===== src/q2e_pkg.sv =====
// shared types, constants and helpers of the quaternion to euler core
// no dependencies
`timescale 1ns / 1ps

package q2e_pkg;

  localparam int Q2E_CORDIC_STEPS = 16;
  localparam int Q2E_TAB_LEN      = 24;
  localparam int Q2E_SQ_CELLS     = 29;   // root bits of a 58-bit radicand
  localparam int Q2E_FW           = 35;   // front-end numerator/denominator width
  localparam int Q2E_SW           = 30;   // clamped sine width
  localparam int Q2E_VW           = 40;   // cordic vector width
  localparam int Q2E_NW           = 58;   // radicand width
  localparam int Q2E_RW           = 32;   // sqrt remainder width
  localparam int Q2E_AW           = 32;   // angle accumulator width

  localparam logic [Q2E_AW-1:0] ATAN_TAB [0:Q2E_TAB_LEN-1] = '{
    32'd536870912, 32'd316933406, 32'd167458907, 32'd85004756,
    32'd42667331,  32'd21354465,  32'd10680094,  32'd5340245,
    32'd2670163,   32'd1335087,   32'd667544,    32'd333772,
    32'd166886,    32'd83443,     32'd41722,     32'd20861,
    32'd10430,     32'd5215,      32'd2608,      32'd1304,
    32'd652,       32'd326,       32'd163,       32'd81
  };

  // payload riding along the sqrt chain
  typedef struct packed {
    logic signed [Q2E_FW-1:0] rn;
    logic signed [Q2E_FW-1:0] rd;
    logic signed [Q2E_FW-1:0] yn;
    logic signed [Q2E_FW-1:0] yd;
    logic signed [Q2E_SW-1:0] s;
    logic                     clamped;
  } side_t;

  // per-item flags riding along the cordic chain
  typedef struct packed {
    logic zr;
    logic zy;
    logic zp;
    logic clamped;
  } flags_t;

  function automatic int q2e_latency(input int steps);
    return 5 + Q2E_SQ_CELLS + steps;
  endfunction

  // round accumulator to 16-bit angle, wrapping
  function automatic logic signed [15:0] q2e_round(input logic [Q2E_AW-1:0] acc);
    logic [Q2E_AW-1:0] t;
    t = acc + 32'h0000_8000;
    return $signed(t[31:16]);
  endfunction

endpackage


===== src/q2e_cordic_cell.sv =====
// one micro-rotation of a vectoring cordic
// depends on q2e_pkg
`timescale 1ns / 1ps

module q2e_cordic_cell
  import q2e_pkg::*;
#(
  parameter int STEP = 0
) (
  input  logic                     clk,
  input  logic signed [Q2E_VW-1:0] x_i,
  input  logic signed [Q2E_VW-1:0] y_i,
  input  logic [Q2E_AW-1:0]        acc_i,
  output logic signed [Q2E_VW-1:0] x_o,
  output logic signed [Q2E_VW-1:0] y_o,
  output logic [Q2E_AW-1:0]        acc_o
);

  logic signed [Q2E_VW-1:0] dx;
  logic signed [Q2E_VW-1:0] dy;

  always_comb begin
    dx = x_i >>> STEP;
    dy = y_i >>> STEP;
  end

  always_ff @(posedge clk) begin
    if (!y_i[Q2E_VW-1]) begin
      x_o   <= x_i + dy;
      y_o   <= y_i - dx;
      acc_o <= acc_i + ATAN_TAB[STEP];
    end else begin
      x_o   <= x_i - dy;
      y_o   <= y_i + dx;
      acc_o <= acc_i - ATAN_TAB[STEP];
    end
  end

endmodule


===== config.mk =====
export PLATFORM = sky130hd
export DESIGN_NAME = q2e_cordic_cell
export DESIGN_NICKNAME = d
export VERILOG_FILES = /design/src/q2e_pkg.sv /design/src/q2e_cordic_cell.sv
export SDC_FILE = /design/constraint.sdc
export NUM_CORES = 1
export LEC_CHECK = 0
export BUFFER_PORTS_ARGS = -buffer_cell sky130_fd_sc_hd__buf_2
export CAP_MARGIN = 5
export CELL_PAD_IN_SITES_DETAIL_PLACEMENT = 0
export CELL_PAD_IN_SITES_GLOBAL_PLACEMENT = 1
export CORE_ASPECT_RATIO = 2
export CORE_UTILIZATION = 43
export CTS_BUF_LIST = sky130_fd_sc_hd__clkbuf_16
export DETAILED_ROUTE_END_ITERATION = 12
export GPL_ROUTABILITY_DRIVEN = 0
export PLACE_DENSITY = 0.94
export REMOVE_ABC_BUFFERS = 1
export SLEW_MARGIN = 25
export SYNTH_ARGS = -nofsm -noshare
export SYNTH_HDL_FRONTEND = slang
export SYNTH_SLANG_ARGS = --single-unit
export TNS_END_PERCENT = 20

===== constraint.sdc =====
create_clock -name clk -period 7.8 [get_ports clk]
set_input_delay 0.78 -clock clk [delete_from_list [all_inputs] [get_ports clk]]
set_output_delay 0.78 -clock clk [all_outputs]
set_load 0.02 [all_outputs]

# [Yosys cells after proc, flatten, opt, wreduce, memory -nomap -nowiden]
# Index checks and enable logic that the tools add are counted.
[totals] register_bits=112 inputBits=113 output_inout_bits=112 word_cells=11
[op_classes] n_addsub=5 n_mux=3
[ops] operator="40-bit two-way mux" count=2
[ops] operator="40-bit subtractor" count=2
[ops] operator="40-bit adder" count=1
[ops] operator="32-bit by 30-bit adder with 32-bit output, second input constant" count=1
[ops] operator="32-bit two-way mux" count=1
[ops] operator="32-bit by 30-bit subtractor with 32-bit output, second input constant" count=1

# [Depth between registers and ports, before layout]
# Gate-level depths: netlist of the first run.
[logic_depth] depth_word=2 ltp_mapped=13

# [Least setup slack after synthesis of the first run]
# OpenSTA, ideal clock, no wires.
[synth_path] path_type="input -> register" start="input x_i[7]" end="register x_o[39]" setup_time_ps=127 arrival_ps=3014 required_ps=7673 slack_ps=4659 cell_stages=12 path_cell_list="inv_1 > ha_1 > buf_2 > nand2_1 > nor4_1 > nand2_1 > a2111oi_1 > o31a_1 > o41ai_2 > xnor2_1 > a221oi_1 > o21ai_1"
[synth_via] elab_chain_len=2 elab_cells_between_ends=3 classes_between="add/sub: 2; mux: 1"
[synth_rtl] element="from (decl)" line_no="q2e_cordic_cell.sv:11" rtl="input logic signed [Q2E_VW-1:0] x_i,"
[synth_rtl] element="40-bit adder / 40-bit subtractor (equally long branches)" line_no="q2e_cordic_cell.sv:29, q2e_cordic_cell.sv:33"
[synth_rtl] element="40-bit two-way mux *" line_no="q2e_cordic_cell.sv:28" rtl="if (!y_i[Q2E_VW-1]) begin"
[synth_rtl] element="to (signal assigned)" line_no="q2e_cordic_cell.sv:29" rtl="x_o <= x_i + dy;"
[synth_rtl] element="to (signal assigned)" line_no="q2e_cordic_cell.sv:33" rtl="x_o <= x_i - dy;"
[synth_rtl] element="to (decl)" line_no="q2e_cordic_cell.sv:14" rtl="output logic signed [Q2E_VW-1:0] x_o,"
# Mark *: on every way between the ends. The rest lies on a longest branch, timed or not.

# [Worst setup path after layout of the first run]
[layout_path] start="input x_i[16]" end="register x_o[39]"
# The elaborated chain is that of the path after synthesis.

==> flow_summary.json, run 1 <==
{
  "syn_to_final_growth_pct": 15.32,
  "vdd_drop_max_mv": 0.1459,
  "cpPeakStageDelay_ns": 0.67,
  "internal_power_mw": 1.225,
  "globalRouteOverflowTotal": 0,
  "status": "complete, no violations",
  "max_freq_mhz": 263.6,
  "numCtsBuffers": 9,
  "synth.avg_cell_area_um2": 7.543,
  "ys_seq_area_frac": 0.2249,
  "finalMaxSlewViolations": 0,
  "setup_tns_ns": 0,
  "synth_cells": 1310,
  "leakagePower_nw": 5.432,
  "dieArea_mm2": 0.02362,
  "hold_path.class": "primary input to flip-flop",
  "port_buffers": 224,
  "path_cells": "buf_2 -> inv_1 -> ha_1 -> nand4_1 -> nor4_1 -> nand2_1 -> a2111oi_1 -> o31a_1 -> o41ai_2 -> xnor2_1 -> a221oi_1 -> o21ai_1",
  "synth_top_area_share": 0.2249,
  "ys_seq_elements": 111,
  "track_usage": 0.3124,
  "setup_viol": 0,
  "arrival_ns": 4.07,
  "drt_wl_total_um": 36760,
  "critical_path.slowest_cell": "ha_1",
  "synth.distinct_cells": 85,
  "critPathCaptureType": "flip-flop",
  "hold_ws_ns": 0.4794,
  "final_antenna_net_count": 0,
  "finalCritPeriodShare": 0.4863,
  "crit_buf_inv": 2,
  "num_rows": 78,
  "p_comb_frac": 0.449,
  "grt_pass1_vias": 10405,
  "grt_most_used_layer": "met2",
  "dp_hpwl_um": 29630,
  "hold_violations": 0,
  "path_max_fanout": 18,
  "grt_setup_unrepaired": "no",
  "p_sw_frac": 0.4291,
  "layout_min_cycle_time_ns": 3.794,
  "ys_warn_count": 0,
  "p_clk_frac": 0.223,
  "nets": 1721,
  "cts_setup_buffers": 0,
  "p_switching_mw": 0.9210,
  "via_count": 10639,
  "worstSetupStartpointType": "primary input",
  "cp_top_family": "simple AND/OR/NAND/NOR gates",
  "netlist_area_mm2": 0.009881,
  "synth_area_leader_cell": "dfxtp_1",
  "viasPerCell": 6.001,
  "drtPass1Iterations": 5,
  "worstPathRequired_ns": 8.08,
  "antenna_found_initial": 1,
  "p_per_area_mw_per_mm2": 188.4,
  "relSlewSlack": 0.4065,
  "hold_buffers": 0,
  "grt_pass1_wl_um": 54960,
  "routedWlPerCell_um": 20.73,
  "clk_pin_slew_ns": 0.08,
  "synth_edf_count": 0,
  "clock_sinks": 111,
  "ctsResizeCount": 0,
  "drive_gt1_frac": 0.1836,
  "worst_slew_pin_slew_ns": 0.8679,
  "worstSetupPathType": "primary input to flip-flop",
  "synthTopCellsByArea": "dfxtp_1 (22%), ha_1 (15%), a21oi_1 (8.4%)",
  "drc_errors": 0,
  "core_region_area_mm2": 0.02264,
  "initial_core_util": 0.4364,
  "final_common_cell": "buf_2",
  "synth-async-reset-ratio": 0,
  "clockRootBuffer": "clkbuf_16",
  "clock_path_buffers": 2,
  "pin_count": 225,
  "htree_levels": 3,
  "die_w_um": 109.2,
  "grt.met3_usage": 0.05414,
  "die_h_um": 216.4,
  "drt_iter0_markers": 665,
  "grt_max_degree": 66,
  "final_cell_mix": "buf_2 (223), a21oi_1 (166), inv_1 (119), nor2_1 (118), ha_1 (117)",
  "drv_cap": 0,
  "synth_flop_cell": "dfxtp_1",
  "cts_tree": "done",
  "p_seq_frac": 0.328,
  "grt_util_met2": 0.5612,
  "use_met1": 0.2908
}
[logic make-up after synthesis]
logic type,count (synthesis),synth area share
xor+xnor,76,0.06737
buf+inv,187,0.07699
fa+ha+maj,121,0.1563
compound gates,460,0.2962
mux,16,0.01621
flops,111,0.2249
simple gates,339,0.1621
[Yosys cell counts (all sizes together), types with 14 or more instances]
cell    count
a21o       35
a21oi     168
buf        36
clkbuf     24
dfxtp     111
ha        117
inv       126
mux2i      16
nand2      93
nand3      14
nand4      24
nor2      119
nor3       27
o21ai     102
o21bai     29
xnor2      62
xor2       14
[power groups by stage]
stage | sequential, mW | combinational, mW | clock [mW]
6_report | 0.704 | 0.963 | 0.479
5_1_grt | 0.714 | 1.03 | 0.514
4_1_cts | 0.706 | 0.945 | 0.491
3_5_place_dp | 0.718 | 0.940 | 0
3_3_place_gp | 0.716 | 0.935 | 0
2_1_floorplan | 0.857 | 0.463 | 0
[layout make-up]
| class | count | area (um^2) |
|---|---|---|
| tap | 280 | 350.3 |
| clock buffer | 9 | 225.2 |
| antenna | 1 | 2.502 |
| multi-input combinational | 1012 | 6898 |
| fill | 2304 | 11250 |
| sequential | 111 | 2222 |
| clock inverter | 7 | 81.33 |
| inverter | 127 | 476.7 |
| timing repair buffer | 226 | 1139 |
[metrics by stage]
stage	instances	total power [mW]	worst slack (ns)	cell area, um^2	util
floorplan	1250	1.320	4.482	9597	-
global placement	1756	1.651	3.756	11090	0.4896
detailed placement	1756	1.657	3.676	11090	0.4896
CTS	1772	2.142	4.084	11390	0.5032
global route	1773	2.257	3.827	11390	0.5033
finish	1773	2.146	4.006	11390	0.5033
[registers in the layout (all words and copies together), names as in the netlist]
name,flops
acc_o,32
x_o,39
y_o,40
[final timing paths]
path	from	endpoint	slack (ns)	cells past startpoint
max	x_i[16]	x_o[39]$_DFF_P_	4.01	12
min	acc_i[3]	acc_o[3]$_DFF_P_	0.48	1
[per-layer routing]
metal  vias to the layer above  part of all wire
met5                         -                 0
met3                       214             0.058
met1                      4900              0.32
met2                       568              0.52
met4                         0              0.10
li1                       4957                 -
Power figures use the tool's default switching activity.
==> inputs of run 2 (changes only) <==
Settings changed: CORE_UTILIZATION 43 to 36, PLACE_DENSITY 0.94 to 0.85.
Clock period 7.8 ns to 3.05 ns, I/O delays scaled along.
==> run 2 against run 1 <==
Against the previous run: utilization fell by 0.51 points; sequential cell count did not move; first-iteration DRC count rose by 36%; worst setup slack got worse by 3.9 ns; power rose to 2.8 times the previous value; combinational power rose to 3.0 times the previous value; critical path depth did not move; cell count rose by 18%; hold slack got worse by 0.47 ns; critical path type unchanged; largest power group unchanged.
==> flow_summary.json, run 2 (synthesis gave the netlist of run 1 again) <==
{
  "status": "complete, no violations",
  "numCtsBuffers": 9,
  "finalInstanceArea_mm2": 0.01341,
  "nets": 1969,
  "fin_util": 0.4982,
  "largestRegisters": "y_o (40), x_o (39), acc_o (32)",
  "p_switching_mw": 2.495,
  "dp.cells": 2066,
  "grt_max_degree": 108,
  "drive_gt1_frac": 0.2977,
  "routed-wl-met3_um": 2187,
  "dieArea_mm2": 0.02815,
  "place_area_mm2": 0.01300,
  "whs_path_depth": 1,
  "p_clk_frac": 0.217,
  "wl_met1_um": 13120,
  "wl_met2_um": 22410,
  "antenna_found_initial": 3,
  "p_seq_frac": 0.299,
  "hold_path.class": "primary input to flip-flop",
  "drv_cap": 0,
  "top_layer_used": "met4",
  "internal_power_mw": 3.563,
  "setup_slack_ns": 0.1375,
  "cts_tree": "done",
  "clk_pin_slew_ns": 0.08,
  "via_count": 11584,
  "viasPerCell": 5.540,
  "htree_levels": 3,
  "die_w_um": 119.1,
  "pin_count": 225,
  "clock_path_buffers": 2,
  "setup_tns_ns": 0,
  "syn_to_final_growth_pct": 35.67,
  "dp_hpwl_um": 34570,
  "die_h_um": 236.3,
  "routedWlPerCell_um": 19.93,
  "final_cell_mix": "buf_4 (244), buf_2 (223), a21oi_1 (166), inv_1 (119), nor2_1 (118)",
  "p_per_area_mw_per_mm2": 451.9,
  "path_max_fanout": 10,
  "worstSetupPathType": "primary input to flip-flop",
  "hold_violations": 0,
  "drt_iter0_markers": 907,
  "critPathCaptureType": "flip-flop",
  "final_common_cell": "buf_4",
  "globalRouteOverflowTotal": 0,
  "track_usage": 0.2937,
  "vdd_drop_max_mv": 0.2758,
  "num_rows": 85,
  "hold-path-endpoint": "acc_o[10]$_DFF_P_",
  "p_total_mw": 6.058,
  "grt_setup_unrepaired": "no",
  "pre_cts_ws_ns": -0.3753,
  "hp-start": "acc_i[10]",
  "max_freq_mhz": 343.3,
  "setup_viol": 0,
  "hold_ws_ns": 0.009663,
  "relSlewSlack": 0.4451,
  "worst_slew_pin_slew_ns": 0.8252,
  "regMostFlops": "y_o",
  "grt_pass1_wl_um": 62290,
  "drc_errors": 0,
  "core_region_area_mm2": 0.02691,
  "worstSetupStartpointType": "primary input",
  "drt_wl_total_um": 41670,
  "arrival_ns": 3.18,
  "cts_setup_buffers": 0,
  "p_sw_frac": 0.4118,
  "p_comb_frac": 0.484,
  "final_antenna_net_count": 0,
  "finalCritPeriodShare": 0.9549,
  "drtPass1Iterations": 6,
  "final_cells": 2091,
  "fill_cells": 2685,
  "grt_pass1_vias": 11771,
  "leakagePower_nw": 6.635,
  "layout_min_cycle_time_ns": 2.913,
  "port_buffers": 224,
  "initial_core_util": 0.3672,
  "finalMaxSlewViolations": 0,
  "worstPathRequired_ns": 3.32,
  "clockRootBuffer": "clkbuf_16",
  "clock_sinks": 111,
  "largest_reg_flops": 40
}
run 2: cell count changes in the layout (fill, tap and decap cells not counted), sizes merged:
| cell | delta |
|---|---|
| clkinv | -2 |
| buf | +242 |
| dlygate4sd3 | +6 |
| diode | +2 |
| inv | +1 |
| bufinv | +1 |
run 2: layout make-up:
class / count / area (um^2) / area share
Timing Repair Buffer: 474 / 3028 / 0.2259
Tap cell: 348 / 435.4 / 0.03248
Inverter: 127 / 476.7 / 0.03556
Antenna cell: 3 / 7.507 / 0.0005600
Sequential cell: 111 / 2222 / 0.1658
Multi-Input combinational cell: 1012 / 6909 / 0.5154
Clock buffer: 9 / 225.2 / 0.01680
Clock inverter: 7 / 101.3 / 0.007560
run 2: routing by layer:
metal | track usage | vias up
li1 | - | 5450
met1 | 0.2611 | 5341
met2 | 0.5634 | 573
met3 | 0.03578 | 220
met4 | 0.2631 | 0
met5 | 0 | -
run 2: critical path, cell delays in order:
cell	delay, ns
buf_2	0.09
inv_1	0.04
ha_1	0.43
buf_4	0.20
inv_1	0.12
o31ai_1	0.12
o21bai_1	0.27
a221oi_2	0.49
nand2_1	0.34
a2111oi_0	0.49
a21oi_1	0.10
xnor2_1	0.17
run 2: worst max path at each step:
stage          cells past startpoint    start              end
2_1_floorplan                     11  x_i[13]  x_o[39]$_DFF_P_
3_3_place_gp                      12  x_i[14]  y_o[24]$_DFF_P_
3_5_place_dp                      12  x_i[14]  y_o[24]$_DFF_P_
4_1_cts                           12  x_i[14]  y_o[24]$_DFF_P_
5_1_grt                           13  x_i[14]  x_o[39]$_DFF_P_
6_report                          12  x_i[14]  y_o[24]$_DFF_P_
run 2: repair_timing:
item                                    4_1_cts  5_1_grt
hold buffers                                  6        0
endpoints found under the setup margin        0        3
endpoints found under the hold margin         6        0
resized for setup                             0        2
run 2: power groups by stage:
stage	Clock [mW]	Sequential (mW)	Combinational, mW
5_1_grt	1.39	1.83	3.12
6_report	1.31	1.81	2.93
4_1_cts	1.35	1.81	2.88
3_3_place_gp	0	1.84	2.85
2_1_floorplan	0	2.19	1.19
3_5_place_dp	0	1.84	2.86
==> inputs of run 3 (changes only) <==
Settings changed: REMOVE_ABC_BUFFERS 1 to default.
==> run 3 against run 2 <==
Against the previous run: wire length grew 0.34%; critical path depth grew 2; die area is the same; clock power shrank 3%; via count shrank 0.64%; sequential power is essentially flat; critical path type unchanged; largest cell class unchanged; largest power group unchanged.
==> flow_summary.json, run 3 (synthesis gave the netlist of run 1 again) <==
{
  "hold_violations": 0,
  "die_h_um": 236.3,
  "track_usage": 0.2957,
  "drive_gt1_frac": 0.2956,
  "finalMaxSlewViolations": 0,
  "regMostFlops": "y_o",
  "p_sw_frac": 0.4174,
  "largest_reg_flops": 40,
  "path_max_fanout": 8,
  "finalInstanceArea_mm2": 0.01358,
  "dp.cells": 2067,
  "dieArea_mm2": 0.02815,
  "clockRootBuffer": "clkbuf_16",
  "clk_pin_slew_ns": 0.09,
  "final_antenna_net_count": 0,
  "viasPerCell": 5.458,
  "setup_viol": 0,
  "synthesis.nets": 1544,
  "drt_iter0_markers": 703,
  "num_rows": 85,
  "worstPathRequired_ns": 3.37,
  "p_total_mw": 6.019,
  "clock_path_buffers": 2,
  "largestRegisters": "y_o (40), x_o (39), acc_o (32)",
  "final_common_cell": "buf_4",
  "crit_path_frequent_cell": "buf_4",
  "drt_wl_total_um": 41810,
  "antenna_found_initial": 2,
  "grt_max_degree": 51,
  "critical_path.slowest_cell": "o31ai_1",
  "cts_tree": "done",
  "clock_sinks": 111,
  "nets": 1988,
  "critPathCaptureType": "flip-flop",
  "max_freq_mhz": 345.3,
  "final_cells": 2109,
  "routedWlPerCell_um": 19.82,
  "syn_to_final_growth_pct": 37.46,
  "initial_core_util": 0.3672,
  "htree_levels": 3,
  "port_buffers": 224,
  "vdd_drop_max_mv": 0.2786,
  "final_cell_mix": "buf_4 (245), buf_2 (223), a21oi_1 (165), inv_1 (119), nor2_1 (118)",
  "drc_errors": 0,
  "die_w_um": 119.1,
  "fin_util": 0.5048,
  "arrival_ns": 3.22,
  "worst_slew_pin_slew_ns": 0.8220,
  "grt_pass1_wl_um": 62380,
  "via_count": 11510,
  "relSlewSlack": 0.4462,
  "core_region_area_mm2": 0.02691,
  "dp_hpwl_um": 34710,
  "drtPass1Iterations": 7,
  "finalCritPeriodShare": 0.9496,
  "globalRouteOverflowTotal": 0,
  "drv_cap": 0,
  "setup_tns_ns": 0,
  "p_clk_frac": 0.211,
  "layout_min_cycle_time_ns": 2.896,
  "numCtsBuffers": 9,
  "place_area_mm2": 0.01301,
  "internal_power_mw": 3.507,
  "grt_setup_unrepaired": "no",
  "grt_pass1_vias": 11718,
  "pin_count": 225,
  "worstSetupStartpointType": "primary input",
  "p_per_area_mw_per_mm2": 443.2,
  "worstSetupPathType": "primary input to flip-flop",
  "p_switching_mw": 2.512,
  "status": "complete, no violations",
  "path_cells": "buf_2 -> inv_1 -> ha_1 -> buf_4 -> and2_1 -> a21boi_0 -> a21boi_1 -> o21ai_0 -> a31oi_1 -> buf_4 -> o31ai_1 -> a211oi_1 -> a21oi_1 -> xor2_1",
  "cpPeakStageDelay_ns": 0.60,
  "p_comb_frac": 0.488,
  "p_seq_frac": 0.301,
  "leakagePower_nw": 6.718,
  "hold_path.class": "primary input to flip-flop"
}
run 3: cell types whose count changed in the layout (fill, tap and decap cells not counted), sizes merged:
cell / before / now
buf: 468 / 469
bufinv: 1 / 0
clkinv: 4 / 3
clkinvlp: 1 / 0
diode: 3 / 2
dlygate4sd3: 6 / 24
inv: 128 / 131
run 3: layout make-up:
cell class,instances,area [um^2]
repair buffers,493,3216
inverters,127,476.7
fillers,2669,13330
diodes,2,5.005
clock buffers,9,225.2
flip-flops and latches,111,2222
multi-input cells,1012,6910
well taps,348,435.4
clock inverters,7,91.34
run 3: worst paths after layout:
| kind | start | to | slack, ns | cells past startpoint |
|---|---|---|---|---|
| worst max-delay path | x_i[4] | y_o[31]$_DFF_P_ | 0.15 | 14 |
| worst min-delay path | acc_i[6] | acc_o[6]$_DFF_P_ | 0.01 | 1 |
run 3: worst max-delay path, delay by kind of cell:
kind,cells,cell delay [ns]
AOI/OAI and AO/OA,7,1.69
buffers and inverters,4,0.48
adders and majority gates,1,0.33
and+or+nand+nor,1,0.22
xor gates and xnor gates,1,0.17
run 3: per-layer routing:
metal,vias up,part of all wire,track usage
li1,5487,-,-
met1,5345,0.32,0.2618
met2,479,0.55,0.5698
met3,199,0.044,0.03820
met4,0,0.091,0.2589
met5,-,0,0
run 3: metrics by stage:
step	worst slack [ns]	hold WS [ns]
final	0.1537	0.01353
after global placement	-0.1640	0.4067
after CTS	0.2527	0.001131
after floorplan	0.3839	0.3327
after global routing	0.01674	0.004870
after detailed placement	-0.1627	0.4088
run 3: timing repair:
action,CTS,global route
endpoints found under the setup margin,0,2
hold endpoints to repair,24,0
setup buffers,0,0
hold buffers,24,0
resized for setup,0,3
run 3: power by group through the flow:
stage	Clock, mW	Sequential (mW)	Combinational (mW)
after floorplan	0	2.19	1.24
after CTS	1.31	1.81	2.89
after global routing	1.34	1.83	3.12
after detailed placement	0	1.84	2.85
final	1.27	1.81	2.94
after global placement	0	1.84	2.83
