File: config.mk
export PLATFORM = sky130hd
export DESIGN_NAME = q2e_sqrt_cell
export DESIGN_NICKNAME = d
export VERILOG_FILES = /design/src/q2e_pkg.sv /design/src/q2e_sqrt_cell.sv
export SDC_FILE = /design/constraint.sdc
export NUM_CORES = 1
export LEC_CHECK = 0
export BUFFER_PORTS_ARGS = -buffer_cell sky130_fd_sc_hd__buf_4
export CAP_MARGIN = 25
export CORE_AREA = 2 2 224 226
export CTS_CLUSTER_SIZE = 8
export DETAILED_ROUTE_END_ITERATION = 12
export DIE_AREA = 0 0 226 228
export PLACE_DENSITY_LB_ADDON = 0.3
export SETUP_SLACK_MARGIN = 0.5
export SLEW_MARGIN = 10
export SYNTH_ARGS = -nofsm -noshare
export SYNTH_HDL_FRONTEND = slang
export SYNTH_SLANG_ARGS = --single-unit
File: constraint.sdc
create_clock -name clk -period 2.95 [get_ports clk]
set_input_delay 0.295 -clock clk [delete_from_list [all_inputs] [get_ports clk]]
set_output_delay 0.295 -clock clk [all_outputs]
set_load 0.02 [all_outputs]
File: src/q2e_pkg.sv
// shared types, constants and helpers of the quaternion to euler core
// no dependencies
`timescale 1ns / 1ps

package q2e_pkg;

  localparam int Q2E_CORDIC_STEPS = 16;
  localparam int Q2E_TAB_LEN      = 24;
  localparam int Q2E_SQ_CELLS     = 29;   // root bits of a 58-bit radicand
  localparam int Q2E_FW           = 35;   // front-end numerator/denominator width
  localparam int Q2E_SW           = 30;   // clamped sine width
  localparam int Q2E_VW           = 40;   // cordic vector width
  localparam int Q2E_NW           = 58;   // radicand width
  localparam int Q2E_RW           = 32;   // sqrt remainder width
  localparam int Q2E_AW           = 32;   // angle accumulator width

  localparam logic [Q2E_AW-1:0] ATAN_TAB [0:Q2E_TAB_LEN-1] = '{
    32'd536870912, 32'd316933406, 32'd167458907, 32'd85004756,
    32'd42667331,  32'd21354465,  32'd10680094,  32'd5340245,
    32'd2670163,   32'd1335087,   32'd667544,    32'd333772,
    32'd166886,    32'd83443,     32'd41722,     32'd20861,
    32'd10430,     32'd5215,      32'd2608,      32'd1304,
    32'd652,       32'd326,       32'd163,       32'd81
  };

  // payload riding along the sqrt chain
  typedef struct packed {
    logic signed [Q2E_FW-1:0] rn;
    logic signed [Q2E_FW-1:0] rd;
    logic signed [Q2E_FW-1:0] yn;
    logic signed [Q2E_FW-1:0] yd;
    logic signed [Q2E_SW-1:0] s;
    logic                     clamped;
  } side_t;

  // per-item flags riding along the cordic chain
  typedef struct packed {
    logic zr;
    logic zy;
    logic zp;
    logic clamped;
  } flags_t;

  function automatic int q2e_latency(input int steps);
    return 5 + Q2E_SQ_CELLS + steps;
  endfunction

  // round accumulator to 16-bit angle, wrapping
  function automatic logic signed [15:0] q2e_round(input logic [Q2E_AW-1:0] acc);
    logic [Q2E_AW-1:0] t;
    t = acc + 32'h0000_8000;
    return $signed(t[31:16]);
  endfunction

endpackage

File: src/q2e_sqrt_cell.sv
// one digit of a pipelined restoring square root
// depends on q2e_pkg
`timescale 1ns / 1ps

module q2e_sqrt_cell
  import q2e_pkg::*;
(
  input  logic                     clk,
  input  logic [Q2E_NW-1:0]        n_i,
  input  logic [Q2E_RW-1:0]        rem_i,
  input  logic [Q2E_SQ_CELLS-1:0]  root_i,
  input  side_t                    side_i,
  output logic [Q2E_NW-1:0]        n_o,
  output logic [Q2E_RW-1:0]        rem_o,
  output logic [Q2E_SQ_CELLS-1:0]  root_o,
  output side_t                    side_o
);

  logic [Q2E_RW+1:0] rem_sh;
  logic [Q2E_RW+1:0] trial;
  logic              take;

  always_comb begin
    rem_sh = {rem_i, n_i[Q2E_NW-1 -: 2]};
    trial  = (Q2E_RW+2)'({root_i, 2'b01});
    take   = (rem_sh >= trial);
  end

  always_ff @(posedge clk) begin
    n_o    <= {n_i[Q2E_NW-3:0], 2'b00};
    rem_o  <= take ? Q2E_RW'(rem_sh - trial) : Q2E_RW'(rem_sh);
    root_o <= {root_i[Q2E_SQ_CELLS-2:0], take};
    side_o <= side_i;
  end

endmodule

# After elaboration in Yosys (flattened, before gate mapping)
# Cells that the tools add are included.
dict set report word_totals {
  output_inout_bits 290
  reg_bits 288
}
dict set report classes {
  add_sub_neg 1
  n_mux 1
  order_cmp 1
}
# operator count
set op_table {}
lappend op_table {{$ge A34 B31 Y1} 1}
lappend op_table {{$mux W32} 1}
lappend op_table {{$sub A32 B31 Y32} 1}

# Longest topological paths before layout
# Gate-level depths: netlist of the first run.
dict set report logic_depth {
  depth_word 2
  mapped_depth 12
  depth_no_buf 10
}

# Worst setup path after synthesis of the first run
# No wires, ideal clock.
dict set report synth_path {
  path_kind {input-to-reg}
  startpoint {input port root_i[19]}
  endpoint {register rem_o[10]}
  t_required_ps 2829
  cell_stages 12
  arrival_time_ps 2368
  setup_time_ps 121
  path_buffers 2
  setup_slack_ps 461
  path_cell_list {inv_1 > ha_1 > buf_6 > a21oi_4 > o21ai_2 > a221o_1 > a21oi_1 > o211ai_1 > a31oi_4 > a31oi_4 > buf_6 > mux2_4}
}
dict set report synth_between {
  elab_chain_cells 2
}
# element line_no
set synth_lines {}
lappend synth_lines {{from (decl)} q2e_sqrt_cell.sv:11} ;# input logic [Q2E_SQ_CELLS-1:0] root_i,
lappend synth_lines {{$ge A34 B31 Y1} q2e_sqrt_cell.sv:26} ;# take = (rem_sh >= trial);
lappend synth_lines {{$mux W32} q2e_sqrt_cell.sv:31} ;# rem_o <= take ? Q2E_RW'(rem_sh - trial) : Q2E_RW'(rem_sh);
lappend synth_lines {{to (signal assigned)} q2e_sqrt_cell.sv:31}
lappend synth_lines {{to (decl)} q2e_sqrt_cell.sv:14} ;# output logic [Q2E_RW-1:0] rem_o,
# No other way between the ends.

# Worst setup path in the final report of the first run
dict set report layout_path {
  startpoint {input port root_i[0]}
  endpoint {register rem_o[27]}
}
dict set report layout_between {
  elab_chain_cells 2
  elab_cells_between_ends 3
  classes_between {1 x add/sub; 1 x order compare; 1 x mux}
}
# element line_no
set layout_lines {}
lappend layout_lines {{$sub A32 B31 Y32 / $ge A34 B31 Y1 (equally long branches)} {q2e_sqrt_cell.sv:31, q2e_sqrt_cell.sv:26}}
lappend layout_lines {{$mux W32 *} q2e_sqrt_cell.sv:31}
# Every way passes the cells marked *; elsewhere a longest branch is shown, timed or not.

==> results.cfg, run 1 <==
[die]
fp.dieW_um = 226
core_um2 = 49300
chipHeight_um = 228
initial_core_util_pct = 16.3
die_area_um2 = 51500
floorplan.rows = 82
design.portCount = 581

[global_route]
grt_pass1_vias = 8634
first_pass_grt_wire_length_um = 58300
grt_start_max_net_pins = 14
grtUsageTotal_pct = 15.7
grt_overflow_total = 0
antenna_found_initial = 7

[setup_path]
critPathLaunch = root_i[0]
endpoint = rem_o[27]
critPathCaptureType = register
timing.critical_path.required_ns = 3.37
timing.critical_path.arrival_ns = 2.72
cp_max_fo = 4
worstSetupStartpointType = primary input
criticalPathCategory = in2reg

[logic_synthesis]
ys_seq_area_share_pct = 71.6
synth.cell_area_um2 = 8050
synth_top_flop_cell = sky130_fd_sc_hd__dfxtp_1
asyncSetResetFlopFracSynth_pct = 0
synthesis.area_per_instance_um2 = 13.6
synth_edf_count = 0
synth.ff_latch_count = 288
ys_warn_count = 0
netlist_instances = 591
synth_cell_type_count = 56

[cells_and_area]
ff_latch_area_um2 = 5770
multi_input_comb_area_um2 = 2110
final.fill_count = 4876
layout.cells.most_common = sky130_fd_sc_hd__buf_4
mostFrequentLayoutCells = sky130_fd_sc_hd__buf_4, sky130_fd_sc_hd__dfxtp_1, sky130_fd_sc_hd__dlygate4sd3_1, sky130_fd_sc_hd__clkbuf_16, sky130_fd_sc_hd__inv_1
final_layout_size_suffix_gt1_share_pct = 45.7
design.final.nets = 1832
area_growth_pct = 117

[drt]
drc = 0
via_count = 7947
initial_detailed_routing_violation_count = 266
wl_per_cell_um = 19.0
routed_wl_um = 41800
avgViaCountPerCell = 3.62
drt_pre_antenna_iters = 5
postRouteAntennaNets = 0

[timing]
f_max_mhz = 435
hold_ws_ns = 0.0854
min_period_ns = 2.30
final_hold_viol_count = 0
setup_total_negative_slack_ns = 0
timing.slew.headroom_pct = 65.8
setup_viol_count_final = 0
final_max_slew_viol_count = 0
tightest_slew_ns = 0.509
fin_crit_sh_pct = 77.8
rsz0062_at_grt = no

[clock_network]
buffer_type_at_the_clock_tree_root = sky130_fd_sc_hd__clkbuf_16
cts.clk_slew.worst_paths_ns = 0.05
clk_path_buf_depth = 3
tritoncts_clock_tree = done
cts_max_level = 2
cts_inserted_buffers = 43
cts_resized = 0
cts.sinks = 288

[place]
globalplace.congestion = 0.825
buffer_ports.inserted = 578
dp_hpwl_um = 31700

[power]
leakage_nw = 8.26
p_per_area_nw_per_um2 = 633
worst_vdd_rail_ir_drop_mv = 0.332
power_w = 0.0110

[min_path]
hold_path.class = in2reg

[job]
timing.max_cap.violations = 0

[run_status]
result_of_the_run = complete, no violations
## worst min path at each step
stage,start,endpoint,slack (ns),cells after the start
5_1_grt,rem_i[29],rem_o[31],0.07,3
6_report,n_i[57],rem_o[1],0.09,3
4_1_cts,n_i[57],rem_o[1],0.02,3
3_3_place_gp,side_i[109],side_o[109],0.40,1
2_1_floorplan,n_i[8],n_o[10],0.32,0
3_5_place_dp,side_i[9],side_o[9],0.40,1
## per-stage QoR
step / instances / area [um^2] / worst slack [ns] / utilization, %
global placement: 1851 / 13400 / 0.109 / 27.1
CTS: 2188 / 17400 / 0.618 / 35.3
floorplan: 592 / 8090 / 0.508 / -
detailed placement: 1851 / 13400 / 0.0349 / 27.1
global route: 2192 / 17400 / 0.537 / 35.3
finish: 2195 / 17400 / 0.654 / 35.3
## power breakdown
part / switching (W) / total, W / leakage [nW] / internal [W]
clock: 0.00175 / 0.00457 / 0.602 / 0.00282
combinational: 0.00102 / 0.00218 / 5.23 / 0.00116
sequential: 0.0000974 / 0.00429 / 2.43 / 0.00419
total: 0.00287 / 0.0110 / 8.26 / 0.00817
## metal layers
layer  share of wire [%]  up-vias  global-route usage, %
met5               0.031        -                      0
li1                    -     3823                      -
met1                  36     3696                   15.9
met3                 6.9       99                   4.20
met4                 6.1        2                   9.54
met2                  51      327                   28.5
## synthesized netlist by cell type, drive strengths merged (2+ instances only)
cell    instances  area (um^2)
nor4            2         12.5
nor2           15         56.3
nand2b          2         12.5
clkbuf          5         18.8
or3             2         12.5
o21bai          2         15.0
nand3           8         40.0
a31oi           8         80.1
dfxtp         288         5770
a21o           12         90.1
ha             31          388
nor3            6         35.0
and3            4         25.0
mux2           28          409
o211ai          2         20.0
nor2b           4         25.0
xor2            9         78.8
o21ai          17         88.8
nand4           9         56.3
and2            3         18.8
mux2i           2         20.0
xnor2          19          166
o21a            4         30.0
nand2          21         78.8
buf             7         65.1
inv            33          124
or2             2         12.5
a21oi          28          151
## registers in the layout (all words and copies together) (netlist names)
register and flops:
rem_o 32, n_o 56, root_o 29, side_o 171
## timing repair
item	CTS	global route
endpoints found under the hold margin	284	0
hold buffers	284	0
setup buffers	0	2
endpoints found under the setup margin	0	24
## final cells by class
type,count,area share [%]
timing repair buffer,885,42.2
sequential,288,33.1
multi-input combinational,259,12.1
clock buffer,49,6.65
tap,672,4.82
inverter,33,0.710
clock inverter,4,0.344
antenna,5,0.0717
## critical path: stages
cell                      delay [ns]
sky130_fd_sc_hd__buf_4          0.09
sky130_fd_sc_hd__inv_1          0.03
sky130_fd_sc_hd__ha_1           0.35
sky130_fd_sc_hd__o21a_1         0.17
sky130_fd_sc_hd__o22ai_1        0.12
sky130_fd_sc_hd__o21ai_1        0.44
sky130_fd_sc_hd__a311o_1        0.35
sky130_fd_sc_hd__nand4_1        0.18
sky130_fd_sc_hd__a31o_2         0.29
sky130_fd_sc_hd__xnor2_1        0.13
sky130_fd_sc_hd__mux2_4         0.26
## kinds of logic after synthesis
logic type / synth area share (%)
flops: 71.6
fa+ha+maj: 4.82
other cells: 0.0466
xor+xnor: 3.05
mux: 5.33
buf+inv: 2.58
compound gates: 7.45
simple gates: 5.08
(Power assumes the default switching activity.)
==> run 2: changes to the inputs <==
- clock period: 2.95 -> 1.9 ns (I/O delays scaled with it)
==> run 2 against run 1 <==
Effect of this change:
- the run now ends with negative setup slack left
- clock power is 52% higher
- hold slack worse by 0.056 ns
- design area is 7.9% higher
- global-route usage is 1.3 points higher
- power is 59% higher
- largest power group unchanged
- highest routed layer unchanged
==> results.cfg, run 2 (synthesis results as in run 1) <==
[run_status]
violations = negative setup slack
result_of_the_run = finished, violations left

[setup_path]
crit_path_cell_trace = buf_4 > inv_1 > ha_4 > nand3_4 > o21bai_4 > nand3_2 > a31oi_4 > o211ai_4 > a31oi_4 > a31oi_4 > buf_12 > buf_16 > mux2_4
timing.critical_path.arrival_ns = 2.40
critPathCaptureType = register
criticalPathCategory = in2reg
timing.critical_path.required_ns = 2.34
critical-path-top-delay-family = compound AO/OA/AOI/OAI gates
critical_path.most_common_cell = sky130_fd_sc_hd__a31oi_4
worstSetupStartpointType = primary input
critical-path-max-stage-delay_ns = 0.34
slowest_stage = sky130_fd_sc_hd__a31oi_4
cp_max_fo = 6
cp_num_buf_inv = 4

[cells_and_area]
largest_register_ff_count = 171
mostFrequentLayoutCells = sky130_fd_sc_hd__buf_4, sky130_fd_sc_hd__dfxtp_1, sky130_fd_sc_hd__dlygate4sd3_1, sky130_fd_sc_hd__clkbuf_16, sky130_fd_sc_hd__mux2_4
design.final.nets = 1941
final_design_utilization_pct = 38.1
final_layout_size_suffix_gt1_share_pct = 52.6
leading_registers_by_flop_count = side_o x171, n_o x56, rem_o x32
top_register = side_o
layout.cells.most_common = sky130_fd_sc_hd__buf_4
area_growth_pct = 134

[drt]
postRouteAntennaNets = 0
wl_per_cell_um = 19.5
routed_wl_um = 45000
drt_pre_antenna_iters = 4
drc = 0
initial_detailed_routing_violation_count = 255
via_count = 8421
avgViaCountPerCell = 3.65

[timing]
final_hold_viol_count = 0
f_max_mhz = 510
min_period_ns = 1.96
rsz0062_at_grt = yes
final_max_slew_viol_count = 0
tightest_slew_ns = 0.494
timing.slew.headroom_pct = 66.8
fin_crit_sh_pct = 103
setup_viol_count_final = 23
hold_ws_ns = 0.0299
fin_ws_ns = -0.0600

[die]
initial_core_util_pct = 16.3
floorplan.rows = 82
core_um2 = 49300
die_area_um2 = 51500
design.portCount = 581
fp.dieW_um = 226
chipHeight_um = 228

[global_route]
grt_start_max_net_pins = 12
first_pass_grt_wire_length_um = 62700
antenna_found_initial = 10
grt_pass1_vias = 9324
grtUsageTotal_pct = 17.0
grt_overflow_total = 0

[power]
net-switching-power_w = 0.00464
leakage_nw = 8.91
power.share.sequential_pct = 38.0
power_switching_share_pct = 26.5
worst_vdd_rail_ir_drop_mv = 0.537
power_w = 0.0175
power.share.combinational_pct = 22.3
p_per_area_nw_per_um2 = 930
cellInternalPower_w = 0.0129
clock_power_share_pct = 39.7

[clock_network]
buffer_type_at_the_clock_tree_root = sky130_fd_sc_hd__clkbuf_16
clk_path_buf_depth = 3
cts.clk_slew.worst_paths_ns = 0.05
cts.sinks = 288
cts_max_level = 2
tritoncts_clock_tree = done
cts_inserted_buffers = 43

[place]
globalplace.congestion = 0.827
dp_hpwl_um = 34000
buffer_ports.inserted = 578

[min_path]
hold_path.class = in2reg
holdPathStages = 4
hold-path-endpoint = rem_o[22]
worst_hold_startpoint = rem_i[20]

[job]
timing.max_cap.violations = 0
-- run 2: cell count changes in the layout (fill, tap and decap cells not counted), moves of 4 or more --
cell	previous run	this run
sky130_fd_sc_hd__buf_4	600	685
sky130_fd_sc_hd__ha_1	29	12
sky130_fd_sc_hd__ha_4	2	18
sky130_fd_sc_hd__buf_6	0	14
sky130_fd_sc_hd__inv_1	33	21
sky130_fd_sc_hd__a21oi_1	26	19
sky130_fd_sc_hd__a21oi_2	1	7
sky130_fd_sc_hd__inv_2	0	5
sky130_fd_sc_hd__inv_4	0	5
sky130_fd_sc_hd__buf_8	0	4
sky130_fd_sc_hd__o21ai_0	14	10
-- run 2: area by class of cell --
cell class	instances	area (um^2)
antenna	6	15.0
clock buffer	51	1160
clock inverter	4	35.0
fill	4780	30500
inverter	33	161
multi-input combinational	259	2520
sequential	288	5770
tap	672	841
timing repair buffer	994	8330
-- run 2: power groups by stage --
stage               Clock, W  Combinational (W)  Sequential, W
floorplan                  0           0.000802        0.00732
global placement           0            0.00317        0.00678
detailed placement         0            0.00319        0.00676
CTS                  0.00725            0.00387        0.00665
global route         0.00752            0.00413        0.00669
finish               0.00696            0.00390        0.00666
-- run 2: how the worst max path moves through the flow --
stage / start / to / depth (start not counted) / slack (ns)
final: root_i[2] / rem_o[11] / 13 / -0.06
after global routing: root_i[3] / rem_o[9] / 13 / -0.09
after CTS: root_i[0] / rem_o[28] / 13 / -0.04
after detailed placement: root_i[1] / rem_o[15] / 12 / -0.83
after global placement: root_i[1] / rem_o[12] / 12 / -0.79
after floorplan: root_i[21] / rem_o[10] / 11 / -0.38
-- run 2: repair_timing --
item / 4_1_cts / 5_1_grt
gates cloned: 1 / 0
endpoints found under the setup margin: 33 / 33
buffers inserted: 12 / 4
hold buffers: 285 / 1
resized for setup: 67 / 27
pin swaps: 28 / 17
hold endpoints to repair: 285 / 1
-- run 2: stage by stage --
step                      std cells  cell area, um^2  setup slack [ns]  setup TNS (ns)
after floorplan                 592             8230            -0.382          -11.04
after global placement         1943            14200            -0.794          -24.52
after detailed placement       1943            14200            -0.828          -25.54
after CTS                      2296            18600           -0.0360          -0.164
after global routing           2303            18800           -0.0858           -1.51
final                          2307            18800           -0.0600          -0.852
-- run 2: routing by layer --
layer	global-route usage [%]	part of all wire, %
met5	0	0.12
met4	10.2	6.8
met3	6.32	8.7
met2	29.4	48
met1	17.3	36
==> run 3: changes to the inputs <==
- clock period: 1.9 -> 1.6 ns (I/O delays scaled with it)
==> run 3 against run 2 <==
Effect of this change:
- the run still ends with negative setup slack left
- via count is 2.5% higher
- sequential power grew 22%
- non-clock buffer count grew 2
- first-iteration DRC count shrank 2.7%
- highest routed layer unchanged
==> results.cfg, run 3 (synthesis results as in run 1) <==
[setup_path]
timing.critical_path.required_ns = 2.03
criticalPathCategory = in2reg
crit_path_cell_trace = buf_8 > ha_4 > a21oi_4 > o21ai_2 > a221o_1 > a21oi_2 > o211ai_1 > a31oi_4 > a31oi_4 > buf_12 > buf_12 > mux2_4
timing.critical_path.arrival_ns = 2.34
slowest_stage = sky130_fd_sc_hd__a221o_1
critPathCaptureType = register
critical-path-max-stage-delay_ns = 0.34
stages_on_the_worst_setup_path = 12
cp_max_fo = 7
cp_num_buf_inv = 3
worstSetupStartpointType = primary input
critical-path-top-delay-family = compound AO/OA/AOI/OAI gates

[drt]
routed_wl_um = 46300
avgViaCountPerCell = 3.74
postRouteAntennaNets = 0
wl_per_cell_um = 20.0
drc = 0
via_count = 8631
initial_detailed_routing_violation_count = 248
drt_pre_antenna_iters = 4

[cells_and_area]
final_design_utilization_pct = 41.2
largest_register_ff_count = 171
final_layout_size_suffix_gt1_share_pct = 70.2
top_register = side_o
layout.cells.most_common = sky130_fd_sc_hd__buf_4
cell_count_final_fillers_out = 2310
design.final.nets = 1943
leading_registers_by_flop_count = side_o x171, n_o x56, rem_o x32
area_growth_pct = 153
mostFrequentLayoutCells = sky130_fd_sc_hd__buf_4, sky130_fd_sc_hd__buf_6, sky130_fd_sc_hd__dlygate4sd3_1, sky130_fd_sc_hd__dfxtp_2, sky130_fd_sc_hd__clkbuf_16
final.fill_count = 4622

[power]
worst_vdd_rail_ir_drop_mv = 0.651
p_per_area_nw_per_um2 = 1050
leakage_nw = 9.28
power_w = 0.0214

[place]
place_inst = 1945
buffer_ports.inserted = 578
dp_hpwl_um = 33900
globalplace.congestion = 0.834

[job]
timing.max_cap.violations = 0

[die]
design.portCount = 581
core_um2 = 49300
floorplan.rows = 82
die_area_um2 = 51500
fp.dieW_um = 226
initial_core_util_pct = 16.3
chipHeight_um = 228

[clock_network]
clk_path_buf_depth = 3
tritoncts_clock_tree = done
cts.clk_slew.worst_paths_ns = 0.05
cts.sinks = 288
cts_inserted_buffers = 43
buffer_type_at_the_clock_tree_root = sky130_fd_sc_hd__clkbuf_16
cts_max_level = 2

[global_route]
antenna_found_initial = 16
grtUsageTotal_pct = 17.6
grt_pass1_vias = 9681
grt_start_max_net_pins = 13
first_pass_grt_wire_length_um = 64900
grt_overflow_total = 0

[run_status]
violations = negative setup slack
result_of_the_run = finished, violations left

[timing]
rsz0062_at_grt = yes
tightest_slew_ns = 0.523
f_max_mhz = 524
final_max_slew_viol_count = 0
min_period_ns = 1.91
setup_total_negative_slack_ns = -9.24
setup_viol_count_final = 33
timing.slew.headroom_pct = 64.8
final_hold_viol_count = 0
hold_ws_ns = 0.0430
fin_crit_sh_pct = 119
fin_ws_ns = -0.310

[min_path]
holdPathStages = 4
hold_path.class = in2reg
## run 3: cell type report
| type | count | area, um^2 | area share [%] |
|---|---|---|---|
| Multi-Input combinational cell | 259 | 2520 | 12.4 |
| Clock buffer | 48 | 1100 | 5.43 |
| Timing Repair Buffer | 996 | 9480 | 46.6 |
| Clock inverter | 6 | 95.1 | 0.467 |
| Antenna cell | 8 | 20.0 | 0.0984 |
| Inverter | 33 | 159 | 0.781 |
| Tap cell | 672 | 841 | 4.13 |
| Sequential cell | 288 | 6120 | 30.1 |
## run 3: stage by stage
stage / setup WS, ns / cell area (um^2)
5_1_grt: -0.342 / 20300
6_report: -0.310 / 20300
3_5_place_dp: -1.12 / 14200
3_3_place_gp: -1.06 / 14200
2_1_floorplan: -0.652 / 8230
4_1_cts: -0.291 / 20100
## run 3: metal layers
| layer | global-route usage [%] | vias to the layer above | routed length, um |
|---|---|---|---|
| li1 | - | 4056 | - |
| met1 | 17.4 | 4018 | 16100 |
| met2 | 30.0 | 422 | 22600 |
| met3 | 6.71 | 123 | 4070 |
| met4 | 12.7 | 12 | 3410 |
| met5 | 0 | - | 79 |
## run 3: power breakdown
group,total [W],switching (W),internal [W]
combinational,0.00498,0.00210,0.00289
clock,0.00833,0.00332,0.00500
sequential,0.00811,0.000277,0.00784
total,0.0214,0.00569,0.0157
## run 3: worst paths after layout
kind                      start         to  slack (ns)
worst max-delay path  rem_i[19]   rem_o[6]       -0.31
worst min-delay path  rem_i[29]  rem_o[31]        0.04
## run 3: what timing repair did
| item | 4_1_cts | 5_1_grt |
|---|---|---|
| resized for setup | 629 | 44 |
| pin swaps | 27 | 28 |
| setup buffers | 11 | 3 |
| hold buffers | 287 | 0 |
| hold endpoints to repair | 286 | 0 |
| setup endpoints to repair | 321 | 321 |
| gates cloned | 2 | 0 |
